**src/hdl/rms_level_meter_assert.svh**
```systemverilog
// assertion macros shared by the rms level meter modules
`ifndef RMS_LEVEL_METER_ASSERT_SVH
`define RMS_LEVEL_METER_ASSERT_SVH

// condition holds at every clock edge out of reset
`define RLM_ASSERT_HOLDS(label, cond, msg) \
  label: assert property (@(posedge clk_i) disable iff (!rst_ni) (cond)) else $error(msg);

// consequent holds in the same cycle as the antecedent
`define RLM_ASSERT_IMPLIES(label, ante, cons, msg) \
  label: assert property (@(posedge clk_i) disable iff (!rst_ni) (ante) |-> (cons)) \
    else $error(msg);

// consequent holds in the cycle after the antecedent
`define RLM_ASSERT_NEXT(label, ante, cons, msg) \
  label: assert property (@(posedge clk_i) disable iff (!rst_ni) (ante) |=> (cons)) \
    else $error(msg);

`endif

```
**src/hdl/rlm_pkg.sv**
```systemverilog
// shared constants and types of the rms level meter
`timescale 1ns / 1ps
package rlm_pkg;

  localparam int unsigned SampleW = 16;
  localparam int unsigned SquareW = 31;
  localparam int unsigned LevelW = 7;
  localparam int unsigned MulW = 22;
  localparam int unsigned ScaleW = 14;
  localparam int unsigned FullScaleShift = 15;

  localparam logic [LevelW-1:0] LevelTop = 7'd100;
  localparam logic [ScaleW-1:0] LevelScale = 14'd10000;

  typedef enum logic [4:0] {
    ST_IDLE = 5'b00001,
    ST_SQ   = 5'b00010,
    ST_LO   = 5'b00100,
    ST_HI   = 5'b01000,
    ST_CMP  = 5'b10000
  } back_state_e;

endpackage

```
**src/hdl/rms_level_meter.sv**
```systemverilog
// top level of the rms level meter
`timescale 1ns / 1ps
// Measures the RMS level of buffers of signed 16-bit samples as a percentage
// of full scale (0 to 100, truncated), one result per buffer on the sample
// marked last, with a flag when more than MAX_SAMPLES samples arrived and the
// surplus was dropped. Samples are taken one per cycle while the queue has
// room; the front end squares and accumulates them, then hands each
// finished buffer total to a two-entry queue. The back end finds the level
// by a binary search of six or seven probes through the square, low, high
// and compare states on one shared 22x22 multiplier, and takes the next
// total once the last level is in the output register. Buffers shorter
// than the back end's search stall the sample input once the queue fills.
module rms_level_meter #(
  parameter int unsigned MAX_SAMPLES = 4096
) (
  input  logic                               clk_i,
  input  logic                               rst_ni,
  input  logic                               in_valid_i,
  output logic                               in_ready_o,
  input  logic signed [rlm_pkg::SampleW-1:0] sample_i,
  input  logic                               last_i,
  output logic                               out_valid_o,
  input  logic                               out_ready_i,
  output logic [rlm_pkg::LevelW-1:0]         level_o,
  output logic                               overflowed_o
);

  localparam int unsigned CntW = $clog2(MAX_SAMPLES + 1);
  localparam int unsigned SumW = rlm_pkg::SquareW - 1 + CntW;
  localparam int unsigned EntW = SumW + CntW + 1;

  logic            push_valid, push_ready, pop_valid, pop_ready;
  logic [EntW-1:0] push_data, pop_data;

  rlm_front #(
    .MAX_SAMPLES (MAX_SAMPLES)
  ) u_front (
    .clk_i        (clk_i),
    .rst_ni       (rst_ni),
    .in_valid_i   (in_valid_i),
    .in_ready_o   (in_ready_o),
    .sample_i     (sample_i),
    .last_i       (last_i),
    .push_valid_o (push_valid),
    .push_ready_i (push_ready),
    .push_data_o  (push_data)
  );

  rlm_queue #(
    .W (EntW)
  ) u_queue (
    .clk_i        (clk_i),
    .rst_ni       (rst_ni),
    .push_valid_i (push_valid),
    .push_ready_o (push_ready),
    .push_data_i  (push_data),
    .pop_valid_o  (pop_valid),
    .pop_ready_i  (pop_ready),
    .pop_data_o   (pop_data)
  );

  rlm_back #(
    .MAX_SAMPLES (MAX_SAMPLES)
  ) u_back (
    .clk_i        (clk_i),
    .rst_ni       (rst_ni),
    .pop_valid_i  (pop_valid),
    .pop_ready_o  (pop_ready),
    .pop_data_i   (pop_data),
    .out_valid_o  (out_valid_o),
    .out_ready_i  (out_ready_i),
    .level_o      (level_o),
    .overflowed_o (overflowed_o)
  );

endmodule

```
**src/hdl/rlm_queue.sv**
```systemverilog
// two-entry queue of finished buffer totals between front and back
`timescale 1ns / 1ps
module rlm_queue #(
  parameter int unsigned W = 8
) (
  input  logic         clk_i,
  input  logic         rst_ni,
  input  logic         push_valid_i,
  output logic         push_ready_o,
  input  logic [W-1:0] push_data_i,
  output logic         pop_valid_o,
  input  logic         pop_ready_i,
  output logic [W-1:0] pop_data_o
);

  localparam logic [1:0] Full = 2'd2;

  logic [W-1:0] mem_q [2];
  logic         wr_ptr_q, wr_ptr_d;
  logic         rd_ptr_q, rd_ptr_d;
  logic [1:0]   fill_q, fill_d;
  logic         push, pop;

  always_comb begin
    push_ready_o = (fill_q != Full);
    pop_valid_o  = (fill_q != 2'd0);
    pop_data_o   = mem_q[rd_ptr_q];
    push         = push_valid_i & push_ready_o;
    pop          = pop_valid_o & pop_ready_i;
    wr_ptr_d     = wr_ptr_q ^ push;
    rd_ptr_d     = rd_ptr_q ^ pop;
    fill_d       = fill_q + {1'b0, push} - {1'b0, pop};
  end

  always_ff @(posedge clk_i or negedge rst_ni) begin
    if (!rst_ni) begin
      wr_ptr_q <= 1'b0;
      rd_ptr_q <= 1'b0;
      fill_q   <= 2'd0;
    end else begin
      wr_ptr_q <= wr_ptr_d;
      rd_ptr_q <= rd_ptr_d;
      fill_q   <= fill_d;
    end
  end

  always_ff @(posedge clk_i) begin
    if (push) begin
      mem_q[wr_ptr_q] <= push_data_i;
    end
  end

endmodule

```
**src/hdl/rlm_front.sv**
```systemverilog
// front end: takes samples, squares them and accumulates per buffer
`timescale 1ns / 1ps
`include "rms_level_meter_assert.svh"
module rlm_front #(
  parameter int unsigned MAX_SAMPLES = 4096,
  localparam int unsigned CntW = $clog2(MAX_SAMPLES + 1),
  localparam int unsigned SumW = rlm_pkg::SquareW - 1 + CntW,
  localparam int unsigned EntW = SumW + CntW + 1
) (
  input  logic                              clk_i,
  input  logic                              rst_ni,
  input  logic                              in_valid_i,
  output logic                              in_ready_o,
  input  logic signed [rlm_pkg::SampleW-1:0] sample_i,
  input  logic                              last_i,
  output logic                              push_valid_o,
  input  logic                              push_ready_i,
  output logic [EntW-1:0]                   push_data_o
);

  localparam logic [CntW-1:0] MaxCnt = CntW'(MAX_SAMPLES);

  logic [rlm_pkg::SampleW-1:0]   raw, mag;
  logic [2*rlm_pkg::SampleW-1:0] prod;
  logic                          in_room, accept, a_retire;
  logic [SumW-1:0]               sum_next;

  logic [CntW-1:0]               cnt_q, cnt_d;
  logic                          drop_q, drop_d;
  logic [SumW-1:0]               sum_q, sum_d;
  logic                          a_valid_q, a_valid_d;
  logic                          a_last_q, a_last_d;
  logic [rlm_pkg::SquareW-1:0]   a_sq_q, a_sq_d;
  logic [CntW-1:0]               a_cnt_q, a_cnt_d;
  logic                          a_drop_q, a_drop_d;

  always_comb begin
    raw      = sample_i;
    mag      = raw[rlm_pkg::SampleW-1] ? (~raw + 16'd1) : raw;
    prod     = mag * mag;
    in_room  = (cnt_q < MaxCnt);
    a_retire = a_valid_q & (!a_last_q | push_ready_i);
    in_ready_o = !a_valid_q | a_retire;
    accept   = in_valid_i & in_ready_o;
    sum_next = sum_q + SumW'(a_sq_q);

    cnt_d     = cnt_q;
    drop_d    = drop_q;
    a_valid_d = a_valid_q;
    a_last_d  = a_last_q;
    a_sq_d    = a_sq_q;
    a_cnt_d   = a_cnt_q;
    a_drop_d  = a_drop_q;
    sum_d     = sum_q;

    if (accept) begin
      a_valid_d = 1'b1;
      a_last_d  = last_i;
      a_sq_d    = in_room ? prod[rlm_pkg::SquareW-1:0] : '0;
      a_cnt_d   = in_room ? cnt_q + 1'b1 : cnt_q;
      a_drop_d  = drop_q | !in_room;
      if (last_i) begin
        cnt_d  = '0;
        drop_d = 1'b0;
      end else begin
        cnt_d  = in_room ? cnt_q + 1'b1 : cnt_q;
        drop_d = drop_q | !in_room;
      end
    end else if (a_retire) begin
      a_valid_d = 1'b0;
    end

    if (a_retire) begin
      sum_d = a_last_q ? '0 : sum_next;
    end

    push_valid_o = a_valid_q & a_last_q;
    push_data_o  = {sum_next, a_cnt_q, a_drop_q};
  end

  always_ff @(posedge clk_i or negedge rst_ni) begin
    if (!rst_ni) begin
      cnt_q     <= '0;
      drop_q    <= 1'b0;
      sum_q     <= '0;
      a_valid_q <= 1'b0;
    end else begin
      cnt_q     <= cnt_d;
      drop_q    <= drop_d;
      sum_q     <= sum_d;
      a_valid_q <= a_valid_d;
    end
  end

  always_ff @(posedge clk_i) begin
    a_last_q <= a_last_d;
    a_sq_q   <= a_sq_d;
    a_cnt_q  <= a_cnt_d;
    a_drop_q <= a_drop_d;
  end

  `RLM_ASSERT_HOLDS(a_cnt_bound, cnt_q <= MaxCnt, "sample count beyond limit")
  `RLM_ASSERT_IMPLIES(a_stall_cause, !in_ready_o, a_valid_q && a_last_q && !push_ready_i, "front stalled without a full queue")
  `RLM_ASSERT_NEXT(a_stage_holds, a_valid_q && !a_retire, a_valid_q && $stable(a_cnt_q), "held square stage lost")

endmodule

```
**src/hdl/rlm_back.sv**
```systemverilog
// back end: binary search of the level over a shared multiplier
`timescale 1ns / 1ps
`include "rms_level_meter_assert.svh"
module rlm_back #(
  parameter int unsigned MAX_SAMPLES = 4096,
  localparam int unsigned CntW = $clog2(MAX_SAMPLES + 1),
  localparam int unsigned SumW = rlm_pkg::SquareW - 1 + CntW,
  localparam int unsigned EntW = SumW + CntW + 1
) (
  input  logic                        clk_i,
  input  logic                        rst_ni,
  input  logic                        pop_valid_i,
  output logic                        pop_ready_o,
  input  logic [EntW-1:0]             pop_data_i,
  output logic                        out_valid_o,
  input  logic                        out_ready_i,
  output logic [rlm_pkg::LevelW-1:0]  level_o,
  output logic                        overflowed_o
);

  localparam int unsigned MulW = rlm_pkg::MulW;
  localparam int unsigned CmpW = SumW + rlm_pkg::ScaleW;
  localparam int unsigned LvW  = rlm_pkg::LevelW;

  rlm_pkg::back_state_e state_q, state_d;

  logic [CmpW-1:0]   lhs_q, lhs_d;
  logic [CntW-1:0]   cnt_q, cnt_d;
  logic              drop_q, drop_d;
  logic [LvW-1:0]    lo_q, lo_d, hi_q, hi_d;
  logic [2*MulW-1:0] a2_q, a2_d, p_lo_q, p_lo_d, p_hi_q, p_hi_d;
  logic              out_valid_q, out_valid_d;
  logic [LvW-1:0]    level_q, level_d;
  logic              ovf_q, ovf_d;

  logic [SumW-1:0]   ent_sum;
  logic [CntW-1:0]   ent_cnt;
  logic              ent_drop;
  logic [LvW:0]      mid_sum;
  logic [LvW-1:0]    mid, lo_n, hi_n;
  logic [MulW-1:0]   scaled, cnt_ext, mul_a, mul_b;
  logic [2*MulW-1:0] product;
  logic [3*MulW-1:0] rhs_wide;
  logic              fits, out_free, pop;

  always_comb begin
    ent_sum  = pop_data_i[EntW-1 -: SumW];
    ent_cnt  = pop_data_i[CntW:1];
    ent_drop = pop_data_i[0];
    mid_sum  = {1'b0, lo_q} + {1'b0, hi_q} + 8'd1;
    mid      = mid_sum[LvW:1];
    // full scale is 2^15 - 1
    scaled   = (MulW'(mid) << rlm_pkg::FullScaleShift) - MulW'(mid);
    cnt_ext  = MulW'(cnt_q);

    unique case (state_q)
      rlm_pkg::ST_SQ: begin
        mul_a = scaled;
        mul_b = scaled;
      end
      rlm_pkg::ST_LO: begin
        mul_a = cnt_ext;
        mul_b = a2_q[MulW-1:0];
      end
      rlm_pkg::ST_HI: begin
        mul_a = cnt_ext;
        mul_b = a2_q[2*MulW-1:MulW];
      end
      default: begin
        mul_a = '0;
        mul_b = '0;
      end
    endcase
    product  = mul_a * mul_b;

    rhs_wide = {p_hi_q, MulW'(0)} + (3*MulW)'(p_lo_q);
    fits     = (lhs_q >= rhs_wide[CmpW-1:0]);
    lo_n     = fits ? mid : lo_q;
    hi_n     = fits ? hi_q : mid - 1'b1;

    out_free    = !out_valid_q | out_ready_i;
    pop_ready_o = (state_q == rlm_pkg::ST_IDLE);
    pop         = pop_valid_i & pop_ready_o;

    state_d     = state_q;
    lhs_d       = lhs_q;
    cnt_d       = cnt_q;
    drop_d      = drop_q;
    lo_d        = lo_q;
    hi_d        = hi_q;
    a2_d        = a2_q;
    p_lo_d      = p_lo_q;
    p_hi_d      = p_hi_q;
    out_valid_d = out_valid_q & !out_ready_i;
    level_d     = level_q;
    ovf_d       = ovf_q;

    unique case (state_q)
      rlm_pkg::ST_IDLE: begin
        if (pop) begin
          lhs_d   = CmpW'(ent_sum) * CmpW'(rlm_pkg::LevelScale);
          cnt_d   = ent_cnt;
          drop_d  = ent_drop;
          lo_d    = '0;
          hi_d    = rlm_pkg::LevelTop;
          state_d = rlm_pkg::ST_SQ;
        end
      end
      rlm_pkg::ST_SQ: begin
        a2_d    = product;
        state_d = rlm_pkg::ST_LO;
      end
      rlm_pkg::ST_LO: begin
        p_lo_d  = product;
        state_d = rlm_pkg::ST_HI;
      end
      rlm_pkg::ST_HI: begin
        p_hi_d  = product;
        state_d = rlm_pkg::ST_CMP;
      end
      rlm_pkg::ST_CMP: begin
        if (lo_n != hi_n) begin
          lo_d    = lo_n;
          hi_d    = hi_n;
          state_d = rlm_pkg::ST_SQ;
        end else if (out_free) begin
          lo_d        = lo_n;
          hi_d        = hi_n;
          out_valid_d = 1'b1;
          level_d     = (cnt_q == '0) ? '0 : lo_n;
          ovf_d       = drop_q;
          state_d     = rlm_pkg::ST_IDLE;
        end
      end
      default: begin
        state_d = rlm_pkg::ST_IDLE;
      end
    endcase

    out_valid_o  = out_valid_q;
    level_o      = level_q;
    overflowed_o = ovf_q;
  end

  always_ff @(posedge clk_i or negedge rst_ni) begin
    if (!rst_ni) begin
      state_q     <= rlm_pkg::ST_IDLE;
      out_valid_q <= 1'b0;
    end else begin
      state_q     <= state_d;
      out_valid_q <= out_valid_d;
    end
  end

  always_ff @(posedge clk_i) begin
    lhs_q   <= lhs_d;
    cnt_q   <= cnt_d;
    drop_q  <= drop_d;
    lo_q    <= lo_d;
    hi_q    <= hi_d;
    a2_q    <= a2_d;
    p_lo_q  <= p_lo_d;
    p_hi_q  <= p_hi_d;
    level_q <= level_d;
    ovf_q   <= ovf_d;
  end

  `RLM_ASSERT_IMPLIES(a_search_open, state_q == rlm_pkg::ST_SQ, lo_q < hi_q, "search range empty")
  `RLM_ASSERT_IMPLIES(a_level_bound, out_valid_q, level_q <= rlm_pkg::LevelTop, "level above full scale")
  `RLM_ASSERT_NEXT(a_result_kept, out_valid_q && !out_ready_i, out_valid_q && $stable(level_q), "pending level lost")

endmodule
```
**config.mk**
```make
export PLATFORM = sky130hd
export DESIGN_NAME = rms_level_meter
export DESIGN_NICKNAME = d
export VERILOG_FILES = /design/src/hdl/rlm_pkg.sv /design/src/hdl/rms_level_meter.sv /design/src/hdl/rlm_queue.sv /design/src/hdl/rlm_front.sv /design/src/hdl/rlm_back.sv
export VERILOG_INCLUDE_DIRS = /design/src /design/src/hdl
export SDC_FILE = /design/constraint.sdc
export NUM_CORES = 2
export LEC_CHECK = 0
export ABC_AREA = 1
export BUFFER_PORTS_ARGS = -buffer_cell sky130_fd_sc_hd__buf_4
export CORE_MARGIN = 2
export CORE_UTILIZATION = 35
export CTS_CLUSTER_SIZE = 12
export DETAILED_ROUTE_END_ITERATION = 10
export PLACE_DENSITY_LB_ADDON = 0.2
export REMOVE_ABC_BUFFERS = 1
export SLEW_MARGIN = 40
export SYNTH_ARGS = -nofsm -noshare
export SYNTH_HDL_FRONTEND = slang
export SYNTH_SLANG_ARGS = --single-unit
```
**constraint.sdc**
```tcl
create_clock -name clk_i -period 10.09 [get_ports clk_i]
set_input_delay 3.027 -clock clk_i [delete_from_list [all_inputs] [get_ports clk_i]]
set_output_delay 3.027 -clock clk_i [all_outputs]
set_load 0.03 [all_outputs]
```
==> metrics.md <==
| Metric | Value |
|---|---|
| Status | `finished clean` |
| Post-synth EDFFs | `about 370` |
| Crit path capture type | `flip-flop` |
| Total GRT Usage | `19.1%` |
| Dominant synthesized flop cell | `edfxtp_1` |
| Worst EP arrival | `9900 ps` |
| Worst setup path end | `u_back.p_hi_q[30]` |
| # IOs | `31` |
| Dpl hpwl | `120000 um` |
| Final worst path period share | `94.7%` |
| Commonest cells in the netlist | `1543 x inv_1, 947 x nand2_1, 679 x fa_1, 523 x ha_1, 436 x nor2_1` |
| Seq/Total Area, Yosys | `24.7%` |
| TritonCTS Sinks | `439` |
| CP peak stage delay | `570 ps` |
| First-pass GRT wire length | `between 200000 and 250000 um` |
| Drt wl/cell | `~18 um` |
| Register bit total from synthesis | `roughly 440` |
| DIE AREA | `152000 um2` |
| CTS H-tree depth | `2` |
| Final setup vio count | `0` |
| Simple-Gate Fraction of Synth Area | `12.9%` |
| Normalized max-slew margin | `between 40 and 50%` |
| Hold path cells | `0` |
| Largest net degree at the start of global routing | `56` |
| Post-synth top area share | `26.2%` |
| Final hold vios | `0` |
| TritonCTS clock tree | `yes` |
| Hold WC Path Type | `flip-flop to flip-flop` |
| # port buffers | `30` |
| GP Congestion | `0.911` |
| Mapped Area | `between 50000 and 60000 um2` |
| Vias in the first global route | `~39000` |
| Clock Path Buffers | `3` |
| Cell count along the critical path | `35` |
| Mux share of post-synthesis cell area | `less than 1%` |
| Fmax | `0.105 GHz` |
| Max Cap Viol | `0` |
| DRC | `0` |
| Worst-Skew Late Latency | `640 ps` |
| Yosys top cell by area | `fa_1` |
| Starting Density | `35.2%` |
| Total wire length | `142000 um` |
| Horiz. Die Dim | `389 um` |
| Critical path's slowest cell | `fa_1` |
| CP Max Fanout | `13` |
| Clk slew on worst S/H paths | `approximately 60 ps` |
| Combinational family with the most area after synthesis | `adder cells` |
| Num rows | `about 140` |
| Layout cells sized above 1 | `8.10%` |
| Slew Viols, Final | `0` |
| Num CTS Buffers | `51` |
| Tmin final | `9550 ps` |
| RSZ-0062 raised after global routing | `false` |
| Synth area leaders | `fa_1 26%, edfxtp_1 21%, ha_1 13%, inv_1 11%, nand2_1 6.8%` |
| Average via count per standard cell | `around 4.7` |
| Async set or reset register ratio after synthesis | `15.5%` |
| Synthesized instance count | `5842` |
| Unique masters post-synth | `66` |
| Detailed Route Iter0 Violations | `2132` |
| Fin nets | `7322` |
| Vias | `38282` |
| Worst Tran Pin Value | `824 ps` |
| Worst setup SP type | `flip-flop` |
| Compound-Gate Fraction of Synth Area | `7.64%` |
| Skew final | `31.1 ps` |
| R2R setup slack | `about 540 ps` |
| Grt total ovfl | `0` |
| YS warnings | `0` |
| Die Y | `389 um` |
| CP top delay family | `adder cells` |
| Reg2reg start | `u_back.hi_q[1]` |
| CP dominant cell by count | `fa_1` |
| Crit path required time | `around 10000 ps` |
| Core area | `147000 um2` |
| Hold-fix buffers, CTS | `0` |
| Post-CTS setup buffer count | `0` |
| WP buf/inv | `11` |
| Worst reg2reg endpoint | `u_back.p_hi_q[30]` |
| Detail Route Antenna Nets | `0` |
| R2R cell count | `35` |
| Syn avg cell area | `~8.9 um2` |
| Setup tns final | `0 ps` |
| Post-Synth Adder-Cell Area | `roughly two fifths` |
| Xor and xnor area share after synthesis | `under 10%` |
| Antenna violations before repair | `5` |
| CP Launch Point | `u_back.hi_q[1]` |
| Crit path kind | `flip-flop to flip-flop` |
| Count leader, synth | `inv_1` |
| Drt first pass iters | `7` |
| Area growth syn-to-layout | `11.4%` |
| Root buffer cell | `clkbuf_16` |
[registers in the layout, summed over array words and instances, names as in the netlist, 2 cells and up]
signal	count
u_back.lo_q	7
u_back.hi_q	7
u_queue.mem_q	114
u_front.sum_q	43
u_front.a_sq_q	30
u_back.p_hi_q	35
u_back.a2_q	44
u_queue.fill_q	2
u_front.cnt_q	13
u_back.level_o	7
u_front.a_cnt_q	13
u_back.lhs_q	53
u_back.cnt_q	13
u_back.p_lo_q	44
u_back.state_q	5
[metal layers]
layer	routed length [um]	part of all wire, %	global-route usage [%]
met2	69900	49	33.2
met3	4550	3.2	1.74
met1	63100	44	25.3
met4	4390	3.1	5.44
met5	0	0	0
[cell families after synthesis]
| family | Yosys count |
|---|---|
| and+or+nand+nor | 1636 |
| DFF | 439 |
| xor gates and xnor gates | 186 |
| other | 2 |
| muxes | 22 |
| AOI/OAI and AO/OA | 679 |
| buffers and inverters | 1676 |
| adders and majority gates | 1202 |
[cell type report]
cell class | instances | area, um2
fill | 15042 | 89600
multi-input combinational | 3740 | 32800
sequential | 439 | 12800
inverter | 1576 | 5920
tap | 1930 | 2410
timing repair buffer | 291 | 2220
clock buffer | 63 | 1370
clock inverter | 29 | 253
antenna | 3 | 7.51
[stage by stage]
| step | cells | setup WS [ps] | hold WS [ps] | util (%) | instance area [um2] |
|---|---|---|---|---|---|
| after floorplan | 5755 | 20.2 | 400 | - | 51500 |
| after global placement | 7976 | 252 | 424 | 38.1 | 56200 |
| after detailed placement | 7976 | 243 | 433 | 38.1 | 56200 |
| after CTS | 8068 | 374 | 446 | 39.2 | 57800 |
| after global routing | 8070 | 35.0 | 459 | 39.2 | 57900 |
| final | 8071 | 536 | 439 | 39.2 | 57900 |
[layout by cell type (no fill, tap or decap), drive strengths merged, types with 32 or more instances in the layout]
master,netlist,routed
a21oi,275,275
a22o,47,47
a31oi,51,51
buf,43,291
clkbuf,57,63
dfrtp,67,67
edfxtp,371,371
fa,679,679
ha,523,523
inv,1572,1576
nand2,956,956
nand3,124,124
nor2,458,458
nor3,32,32
o21ai,209,209
xnor2,69,69
xor2,117,117
[how the worst min path moves through the flow]
stage | from | endpoint
CTS | u_front.a_cnt_q[3] | u_queue.mem_q[0][4]
global placement | u_front.a_cnt_q[7] | u_queue.mem_q[0][8]
finish | u_front.a_cnt_q[10] | u_queue.mem_q[0][11]
floorplan | u_back.drop_q | u_back.overflowed_o
detailed placement | u_front.a_cnt_q[12] | u_queue.mem_q[1][13]
global route | u_front.a_cnt_q[6] | u_queue.mem_q[1][7]
[what timing repair did]
item,in CTS,in global routing
gates resized for setup,0,4
endpoints found under the setup margin,0,11
hold endpoints to repair,0,0
Power is not shown: default switching activity piles up to over one toggle a cycle in this logic, so the estimate is an artifact.
